===== src/sv/rpc_pkg.sv =====
// Package for the relay pulse controller: request codes, register indexes,
// field widths and the relay count. No dependencies.
package rpc_pkg;

    localparam int NUM_RELAYS = 4;
    localparam int SLOT_COUNT = 8;
    localparam int MASK_W     = 4;
    localparam int REQ_W      = 3;
    localparam int IDX_W      = 3;
    localparam int MS_W       = 16;
    localparam int TIME_W     = 32;
    localparam int CFG_IDX_W  = 1;

    typedef enum logic [REQ_W-1:0] {
        REQ_SET   = 3'd0,
        REQ_PULSE = 3'd1,
        REQ_GET   = 3'd2,
        REQ_TICK  = 3'd3,
        REQ_INIT  = 3'd4
    } t_req;

    localparam logic [CFG_IDX_W-1:0] CFG_ENABLE = 1'b0;
    localparam logic [CFG_IDX_W-1:0] CFG_SAFE   = 1'b1;

    // Mask bit of relay i; relays past the mask width read as 0.
    function automatic logic mask_bit(input logic [MASK_W-1:0] mask, input int i);
        if (i < MASK_W) begin
            return mask[i];
        end
        return 1'b0;
    endfunction

endpackage


===== src/sv/relay_pulse_controller.sv =====
// Relay pulse controller: one request word in, one status word out.
// Depends on rpc_pkg.
//
// Usage
//   Input channel (i_in_valid / o_in_stall) carries a request word:
//   set, pulse, get, millisecond tick or init. Output channel
//   (o_out_valid / i_out_stall) returns one status word per request,
//   showing the relay state after that request.
//   Configuration: i_cfg_we with i_cfg_index 0 writes the enable mask,
//   index 1 the safe-level mask. Write only while no request is in flight.
// Timing and throughput
//   The status word is valid in the cycle after its request is taken. One
//   request per cycle is sustained when not stalled; the per-relay deadline
//   compares and the deadline add settle ahead of the output register.
// Stall
//   While the output register holds a word and the receiver stalls, the
//   input is stalled too; a word taken in the same cycle frees the slot.
// Reset
//   Synchronous, active low: masks, time counter, drive levels and pulses
//   clear, and the output register empties.
module relay_pulse_controller (
    input  logic                          i_clk,
    input  logic                          i_rst_n,
    input  logic                          i_cfg_we,
    input  logic [rpc_pkg::CFG_IDX_W-1:0] i_cfg_index,
    input  logic [rpc_pkg::MASK_W-1:0]    i_cfg_data,
    input  logic                          i_in_valid,
    output logic                          o_in_stall,
    input  logic [rpc_pkg::REQ_W-1:0]     i_req_type,
    input  logic [rpc_pkg::IDX_W-1:0]     i_relay_index,
    input  logic                          i_relay_on,
    input  logic [rpc_pkg::MS_W-1:0]      i_pulse_ms,
    output logic                          o_out_valid,
    input  logic                          i_out_stall,
    output logic                          o_accepted,
    output logic                          o_relay_level,
    output logic [rpc_pkg::MASK_W-1:0]    o_relay_levels,
    output logic [rpc_pkg::MASK_W-1:0]    o_pulsing_mask
);
    import rpc_pkg::*;

    logic [MASK_W-1:0]     r_enable_mask;
    logic [MASK_W-1:0]     r_safe_mask;
    logic [TIME_W-1:0]     r_time;
    logic [SLOT_COUNT-1:0] r_drive;
    logic [SLOT_COUNT-1:0] r_active;
    logic [TIME_W-1:0]     r_deadline [SLOT_COUNT];

    logic [TIME_W-1:0]     n_time;
    logic [SLOT_COUNT-1:0] n_drive;
    logic [SLOT_COUNT-1:0] n_active;
    logic [TIME_W-1:0]     n_deadline [SLOT_COUNT];
    logic                  n_accepted;
    logic                  n_level;
    logic [MASK_W-1:0]     n_levels;
    logic [MASK_W-1:0]     n_pulsing;

    logic                  r_out_valid;
    logic                  r_accepted;
    logic                  r_level;
    logic [MASK_W-1:0]     r_levels;
    logic [MASK_W-1:0]     r_pulsing;

    logic                  in_take;
    logic                  idx_ok;
    logic                  idx_enabled;
    logic                  idx_safe;
    logic [TIME_W-1:0]     time_inc;
    logic [TIME_W-1:0]     pulse_end;
    t_req                  req;

    assign o_in_stall = r_out_valid && i_out_stall;
    assign in_take    = i_in_valid && !o_in_stall;
    assign req        = t_req'(i_req_type);
    assign idx_ok     = {{(32-IDX_W){1'b0}}, i_relay_index} < NUM_RELAYS;
    assign time_inc   = r_time + {{(TIME_W-1){1'b0}}, 1'b1};
    assign pulse_end  = r_time + {{(TIME_W-MS_W){1'b0}}, i_pulse_ms};

    always_comb begin
        idx_enabled = 1'b0;
        idx_safe    = 1'b0;
        for (int i = 0; i < NUM_RELAYS; i++) begin
            if (i_relay_index == IDX_W'(i)) begin
                idx_enabled = mask_bit(r_enable_mask, i);
                idx_safe    = mask_bit(r_safe_mask, i);
            end
        end
    end

    always_comb begin
        logic [TIME_W-1:0] diff;
        n_time     = r_time;
        n_drive    = r_drive;
        n_active   = r_active;
        n_deadline = r_deadline;
        n_accepted = 1'b1;
        n_level    = 1'b0;
        diff       = '0;
        case (req)
            REQ_SET, REQ_PULSE: begin
                if (!idx_ok || !idx_enabled) begin
                    n_accepted = 1'b0;
                end else if (req == REQ_SET) begin
                    n_drive[i_relay_index]    = i_relay_on;
                    n_active[i_relay_index]   = 1'b0;
                    n_deadline[i_relay_index] = '0;
                end else begin
                    n_drive[i_relay_index]    = ~idx_safe;
                    n_active[i_relay_index]   = 1'b1;
                    n_deadline[i_relay_index] = pulse_end;
                end
            end
            REQ_GET: begin
                if (idx_ok) begin
                    n_level = r_drive[i_relay_index];
                end
            end
            REQ_TICK: begin
                n_time = time_inc;
                // expire when the wrapped difference is not negative
                for (int i = 0; i < NUM_RELAYS; i++) begin
                    diff = time_inc - r_deadline[i];
                    if (r_active[i] && !diff[TIME_W-1]) begin
                        n_drive[i]    = mask_bit(r_safe_mask, i);
                        n_active[i]   = 1'b0;
                        n_deadline[i] = '0;
                    end
                end
            end
            REQ_INIT: begin
                for (int i = 0; i < NUM_RELAYS; i++) begin
                    n_drive[i]    = mask_bit(r_safe_mask, i);
                    n_active[i]   = 1'b0;
                    n_deadline[i] = '0;
                end
            end
            default: begin
                n_accepted = 1'b1;
            end
        endcase
    end

    always_comb begin
        n_levels  = '0;
        n_pulsing = '0;
        for (int i = 0; i < MASK_W; i++) begin
            if (i < NUM_RELAYS) begin
                n_levels[i]  = n_drive[i];
                n_pulsing[i] = n_active[i];
            end
        end
    end

    always_ff @(posedge i_clk) begin
        if (!i_rst_n) begin
            r_enable_mask <= '0;
            r_safe_mask   <= '0;
        end else if (i_cfg_we) begin
            case (i_cfg_index)
                CFG_ENABLE: r_enable_mask <= i_cfg_data;
                CFG_SAFE:   r_safe_mask   <= i_cfg_data;
                default:    r_safe_mask   <= r_safe_mask;
            endcase
        end
    end

    always_ff @(posedge i_clk) begin
        if (!i_rst_n) begin
            r_time   <= '0;
            r_drive  <= '0;
            r_active <= '0;
            for (int i = 0; i < SLOT_COUNT; i++) begin
                r_deadline[i] <= '0;
            end
        end else if (in_take) begin
            r_time     <= n_time;
            r_drive    <= n_drive;
            r_active   <= n_active;
            r_deadline <= n_deadline;
        end
    end

    // output register: load on accept, drop when taken
    always_ff @(posedge i_clk) begin
        if (!i_rst_n) begin
            r_out_valid <= 1'b0;
        end else if (in_take) begin
            r_out_valid <= 1'b1;
        end else if (!i_out_stall) begin
            r_out_valid <= 1'b0;
        end
    end

    always_ff @(posedge i_clk) begin
        if (in_take) begin
            r_accepted <= n_accepted;
            r_level    <= n_level;
            r_levels   <= n_levels;
            r_pulsing  <= n_pulsing;
        end
    end

    assign o_out_valid    = r_out_valid;
    assign o_accepted     = r_accepted;
    assign o_relay_level  = r_level;
    assign o_relay_levels = r_levels;
    assign o_pulsing_mask = r_pulsing;

endmodule


===== config.mk =====
export PLATFORM = sky130hd
export DESIGN_NAME = relay_pulse_controller
export DESIGN_NICKNAME = d
export VERILOG_FILES = /design/src/sv/rpc_pkg.sv /design/src/sv/relay_pulse_controller.sv
export SDC_FILE = /design/constraint.sdc
export NUM_CORES = 1
export LEC_CHECK = 0
export BUFFER_PORTS_ARGS = -buffer_cell sky130_fd_sc_hd__buf_2
export CAP_MARGIN = 20
export CORE_ASPECT_RATIO = 1.4
export CORE_MARGIN = 5
export CORE_UTILIZATION = 55
export CTS_CLUSTER_DIAMETER = 50
export DETAILED_ROUTE_END_ITERATION = 10
export GPL_TIMING_DRIVEN = 0
export HOLD_SLACK_MARGIN = 0.03
export PLACE_DENSITY = 0.8
export RECOVER_POWER = 100
export SYNTH_ARGS = -nofsm -noshare
export SYNTH_HDL_FRONTEND = slang
export SYNTH_SLANG_ARGS = --single-unit

===== constraint.sdc =====
create_clock -name i_clk -period 6.3 [get_ports i_clk]
set_input_delay 0 -clock i_clk [delete_from_list [all_inputs] [get_ports i_clk]]
set_output_delay 0 -clock i_clk [all_outputs]
set_load 0.005 [all_outputs]

==> impl_metrics.csv, run 1 <==
group,metric,value,unit
power_and_ir_drop,p_per_area,188.6,nW/um^2
logic_synthesis,synth_fa_ha_area_frac,0.1486,
floorplan,num_io_pins,45,
cts,cts_tree,"built",
logic_synthesis,synth_xor_area_frac,0.06938,
worst_setup_path,crit_required,6.62,ns
detailed_routing,drt-initial-drc-count,775,
cts,clockBufferDepth,2,
power_and_ir_drop,total_power,2.437,mW
logic_synthesis,synth_nets,1514,
finish,diodes,0,
floorplan,die_y,182.3,um
cts,htreeDepth,4,
finish,fill_cells,1780,
logic_synthesis,syn_area_per_cell,8.688,um^2
grt,grt-ovfl-total,0,
cts,clk_latency,0.43,ns
cts,cts_buffers,17,
logic_synthesis,synth-async-reset-ratio,0,
detailed_routing,avgViaCountPerCell,6.024,
timing,tns,0,ns
run_status,outcome,"complete, no violations",
logic_synthesis,synth-seq-cells,187,
detailed_routing,drc_errors,0,
logic_synthesis,syn_area,11670,um^2
logic_synthesis,synth_edf_count,10,
cts,cts_setup_buffers,0,
detailed_routing,vias,10211,
logic_synthesis,synthMuxAreaShare,0.01458,
power_and_ir_drop,peakVddDrop,0.0001698,V
logic_synthesis,synth_seq_area_share,0.3294,
logic_synthesis,yosys.area_share.simple,0.1560,
finish,final_core_util,0.6141,
finish,synthToLayoutAreaGrowth,10.77,%
logic_synthesis,synth-compound-area-share,0.2129,
power_and_ir_drop,leakagePower,5.293,nW
logic_synthesis,ys_warn_count,0,
worst_setup_path,start_kind,"register",
floorplan,core,21050,um^2
timing,slew_viol_final,0,
job,drv_cap,0,
timing,max_freq,169.0,MHz
logic_synthesis,ys.flop_type,"dfxtp_1",
cts,clkTransAtPathRegs,0.07,ns
worst_setup_path,crit_type,"register to register",
detailed_routing,wl_per_cell,18.79,um
cts,cts.sinks,187,
floorplan,start_util,0.5544,
detailed_routing,antenna_left,0,
finish,drive_gt1_frac,0.06760,
timing,relSlewSlack,0.3589,
worst_setup_path,cp_data_arrival_time,6.24,ns
worst_setup_path,worstSetupStartpoint,"r_time[1]$_SDFFE_PN0P_",
worst_hold_path,min_path_type,"primary input to register",
detailed_routing,wirelength,31840,um
logic_synthesis,synth_top_family_by_area,"compound AO/OA/AOI/OAI gates",
floorplan,rows,63,
detailed_routing,first_pass_iters,5,
grt,grt_pass1_vias,10292,
worst_setup_path,path_max_fanout,10,
grt,antenna_found_initial,0,
worst_setup_path,reg2reg_from,"r_time[1]$_SDFFE_PN0P_",
timing,setup_slack,0.3839,ns
timing,hold_ws,0.04685,ns
timing,layout_worst_path_cycle_share,0.9391,
placement,dp_hpwl,24230,um
grt,grt_max_degree,18,
floorplan,die_area,24270,um^2
logic_synthesis,syn_inst,1343,
grt,grt_pass1_wl,50780,um
worst_setup_path,cp-end-kind,"register",
worst_hold_path,worstHoldStart,"i_pulse_ms[0]",
floorplan,die_x,133.1,um
grt,grt_util_all_layers,0.2618,
finish,fin_nets,1593,
placement,place.port_buffers,42,
timing,finClkSkew,0.01107,ns
placement,globalplace.congestion,0.9721,
timing,worst_pin_slew,0.9374,ns
timing,rsz0062_at_grt,"false",
logic_synthesis,synth_cell_types,77,
timing,setup_violations,0,
placement,dp_slack,0.4452,ns
timing,final_hold_viol_count,0,
timing,period_needed,5.916,ns
cts,clockRootBuffer,"clkbuf_16",
==> timing repair <==
action,CTS,global route
gates resized for setup,0,2
setup endpoints to repair,0,31
hold buffers,18,0
hold endpoints to repair,12,0
==> flip-flops by register name (all words and copies together), names as in the netlist <==
signal and cells:
o_out_valid 1, r_time 32, r_active 4, o_accepted 1, o_relay_levels 4, o_pulsing_mask 4, r_deadline 128, r_drive 4
r_safe_mask 4, r_enable_mask 4, o_relay_level 1
==> through the flow <==
step,cell area (um^2),instances
after global placement,12200,1645
after floorplan,11670,1343
after CTS,12960,1695
after detailed placement,12200,1645
after global routing,12920,1695
final,12920,1695
==> area by class of cell <==
type                            instances  area (um^2)  share of cell area
Clock buffer                           20        457.9             0.03543
Timing Repair Buffer                   60        376.6             0.02914
Buffer                                 58        274.0             0.02120
Multi-Input combinational cell        960         7013              0.5426
Clock inverter                         12        115.1            0.008907
Sequential cell                       187         3844              0.2974
Tap cell                              260        325.3             0.02517
Inverter                              138        518.0             0.04008
==> synth_stat cells, drive strengths merged, types with 5 or more instances <==
cell type  instances  area, um^2
o2bb2ai           63       551.8
a21boi            12       90.09
and4               6       57.55
a211oi             6       45.04
and2              36       225.2
o21a               6       45.04
clkbuf            33       126.4
or3               10       62.56
xor2              33       289.0
nand3             41       205.2
dfxtp            177        3543
a22o              47       429.2
nand2b             7       43.79
or2                5       31.28
ha               137        1714
inv              138       518.0
nor3              14       75.07
nand4             27       175.2
nor4               5       37.53
mux2i              9       102.6
and3               8       50.05
nor2              56       210.2
a21oi             75       375.4
nand2            135       506.7
o21ai             67       342.8
a21o              30       225.2
buf               25       161.4
nor2b              7       43.79
xnor2             56       498.0
edfxtp            10       300.3
a31oi              5       31.28
==> metal layers <==
layer / share of wire / GRT usage / up-vias
met2: 0.51 / 0.4774 / 343
met5: 0 / 0 / -
li1: - / - / 4917
met1: 0.39 / 0.2877 / 4848
met3: 0.047 / 0.04109 / 103
met4: 0.051 / 0.1462 / 0
==> final timing paths <==
check,to,slack (ns),cells after the start
min,r_deadline[224]$_SDFFE_PN0P_,0.05,3
min reg2reg,r_deadline[247]$_SDFFE_PN0P_,0.45,2
max reg2reg,r_deadline[200]$_SDFFE_PN0P_,0.38,20
max,r_deadline[200]$_SDFFE_PN0P_,0.38,20
==> power breakdown <==
part | internal, mW | total (mW) | switching [mW]
Clock | 0.572 | 1.05 | 0.478
Combinational | 0.0618 | 0.179 | 0.117
Sequential | 1.20 | 1.21 | 0.00612
Total | 1.84 | 2.44 | 0.602
==> cells in the final DEF, fill, tap and decap left out, types with 46 or more instances in the layout <==
cell / n
a21oi_1: 75
a22o_1: 46
clkbuf_1: 46
dfxtp_1: 177
ha_1: 137
inv_1: 138
nand2_1: 135
nor2_1: 56
o21ai_0: 49
o2bb2ai_1: 63
xnor2_1: 55
==> logic make-up after synthesis <==
family / count (synthesis)
AO/OA/AOI/OAI: 351
XOR/XNOR: 90
adder cells (fa/ha/maj): 138
buffers and inverters: 196
flip-flops: 187
multiplexers: 12
AND/OR/NAND/NOR: 369
==> worst max-delay path, cell delays in order (launching register included) <==
cell      delay, ns
dfxtp_1        0.47
ha_1           0.27
nand3_1        0.17
nor2_1         0.27
and2_1         0.30
nand4_2        0.26
or2_1          0.29
clkbuf_1       0.18
nor2_1         0.21
xor2_1         0.44
ha_1           0.23
nand4_1        0.16
or4_1          0.62
a311o_1        0.38
nand3_1        0.11
o21ai_0        0.14
xnor2_1        0.43
nand2_1        0.18
a22o_4         0.31
buf_6          0.15
a22o_1         0.23
No activity file was read; power rests on OpenSTA's default activity.
==> inputs of run 2 (changes only) <==
==> constraint.sdc (replaced) <==
create_clock -name i_clk -period 5.6 [get_ports i_clk]
set_input_delay 0 -clock i_clk [delete_from_list [all_inputs] [get_ports i_clk]]
set_output_delay 0 -clock i_clk [all_outputs]
set_load 0.005 [all_outputs]
==> impl_metrics.csv, run 2 (synthesized netlist as in run 1, its figures left out) <==
group,metric,value,unit
detailed_routing,first_pass_iters,6,
finish,fin_nets,1595,
finish,diodes,0,
finish,layout.cells.non_filler,1697,
finish,final_area,13030,um^2
cts,htreeDepth,4,
worst_setup_path,cp-end-kind,"register",
cts,clockRootBuffer,"clkbuf_16",
floorplan,die_y,182.3,um
job,drv_cap,0,
finish,largestRegisters,"r_deadline (128), r_time (32)",
worst_setup_path,cp_data_arrival_time,5.69,ns
grt,grt-ovfl-total,0,
floorplan,rows,63,
worst_setup_path,crit_type,"register to register",
worst_setup_path,start_kind,"register",
detailed_routing,wirelength,32150,um
timing,layout_worst_path_cycle_share,0.9623,
worst_setup_path,cp_slowest_cell,"or4_1",
floorplan,die_area,24270,um^2
floorplan,core,21050,um^2
worst_hold_path,min_path_type,"primary input to register",
placement,post_dp_cell_area,12200,um^2
finish,fill_cells,1759,
timing,final_hold_viol_count,0,
power_and_ir_drop,leakagePower,5.337,nW
floorplan,num_io_pins,45,
worst_setup_path,cp_top_family,"simple AND/OR/NAND/NOR gates",
cts,cts_tree,"built",
detailed_routing,wl_per_cell,18.94,um
finish,drive_gt1_frac,0.07864,
detailed_routing,drt-initial-drc-count,739,
run_status,outcome,"complete, no violations",
worst_setup_path,slowest_delay,0.63,ns
cts,clkTransAtPathRegs,0.07,ns
cts,clk_latency,0.44,ns
grt,grt_util_all_layers,0.2622,
grt,antenna_found_initial,0,
worst_setup_path,timing.reg2reg.setup_slack,0.21,ns
floorplan,start_util,0.5544,
cts,cts_buffers,17,
cts,clockBufferDepth,2,
power_and_ir_drop,p_per_area,210.8,nW/um^2
grt,grt_pass1_vias,10271,
worst_setup_path,path_buf_inv,2,
worst_setup_path,cp_cell_sequence,"ha_1, nand3_1, nor2_2, and2_2, nand4_2, or2_1, clkbuf_1, nor2_2, xor2_2, ha_1, nand4_1, or4_1, a311o_1, nand3_1, o21ai_2, xnor2_2, nand2_1, a22o_4, buf_2, o2bb2ai_1",
timing,max_freq,185.6,MHz
timing,rsz0062_at_grt,"false",
placement,dp_hpwl,24230,um
cts,cts.sinks,187,
timing,setup_violations,0,
detailed_routing,drc_errors,0,
timing,slew_viol_final,0,
floorplan,die_x,133.1,um
grt,grt_max_degree,18,
timing,setup_slack,0.2108,ns
power_and_ir_drop,peakVddDrop,0.0001913,V
timing,tns,0,ns
worst_setup_path,path_max_fanout,10,
timing,worst_pin_slew,0.9973,ns
detailed_routing,avgViaCountPerCell,6.065,
finish,synthToLayoutAreaGrowth,11.71,%
power_and_ir_drop,total_power,2.747,mW
placement,place.port_buffers,42,
finish,layout_common_cells,"176 x dfxtp_1, 138 x inv_1, 137 x ha_1",
grt,grt_pass1_wl,50850,um
placement,globalplace.congestion,0.9721,
finish,largest_reg_flops,128,
placement,place_inst,1645,
detailed_routing,antenna_left,0,
worst_setup_path,crit_required,5.90,ns
finish,largest-register,"r_deadline",
timing,finClkSkew,0.01070,ns
detailed_routing,vias,10293,
placement,dp_slack,-0.2548,ns
timing,period_needed,5.389,ns
finish,final_common_cell,"dfxtp_1",
timing,relSlewSlack,0.3300,
-- run 2: cell count changes in the layout (fill, tap and decap cells not counted), sizes merged --
| cell | previous run | this run |
|---|---|---|
| clkbuf | 72 | 68 |
| buf | 48 | 54 |
-- run 2: tightest hold or removal path, delay by kind of cell --
family,cells,cell delay [ns]
adder cells (fa/ha/maj),1,0.20
AO/OA/AOI/OAI,1,0.16
buffers and inverters,1,0.08
-- run 2: stage by stage --
| stage | utilization | hold slack, ns |
|---|---|---|
| final | 0.6193 | 0.04156 |
| after global routing | 0.6193 | 0.04446 |
| after CTS | 0.6177 | 0.03462 |
| after detailed placement | 0.5798 | 0.2481 |
| after global placement | 0.5798 | 0.2268 |
| after floorplan | - | 0.1096 |
-- run 2: path summary, 6_finish.rpt --
check                                             startpoint                            to  cells past startpoint
worst max-delay path                  r_time[1]$_SDFFE_PN0P_  r_deadline[218]$_SDFFE_PN0P_                     20
worst min-delay path                           i_pulse_ms[0]  r_deadline[224]$_SDFFE_PN0P_                      3
worst max register to register        r_time[1]$_SDFFE_PN0P_  r_deadline[218]$_SDFFE_PN0P_                     20
worst min register to register  r_deadline[226]$_SDFFE_PN0P_  r_deadline[226]$_SDFFE_PN0P_                      2
-- run 2: power by group --
part	total [mW]	switching [mW]	internal, mW
logic	0.207	0.134	0.0727
clock network	1.18	0.538	0.644
registers	1.36	0.00694	1.35
-- run 2: per-layer routing --
layer | vias up | GRT usage | share of wire
met5 | - | 0 | 0
met4 | 0 | 0.1441 | 0.051
met3 | 109 | 0.03833 | 0.049
met2 | 352 | 0.4788 | 0.51
met1 | 4897 | 0.2901 | 0.39
li1 | 4935 | - | -
-- run 2: what timing repair did --
action / CTS / global route
setup endpoints to repair: 99 / 140
hold endpoints to repair: 12 / 0
resized for setup: 8 / 12
buffers inserted: 0 / 2
hold buffers: 18 / 0
pin swaps: 0 / 2
-- run 2: final cells by class --
cell class	count	area (um^2)	share of cell area
timing repair buffer	62	391.6	0.03005
multi-input combinational	960	7106	0.5452
sequential	187	3845	0.2950
clock buffer	20	457.9	0.03513
tap	260	325.3	0.02496
inverter	138	518.0	0.03974
clock inverter	12	115.1	0.008832
buffer	58	275.3	0.02112
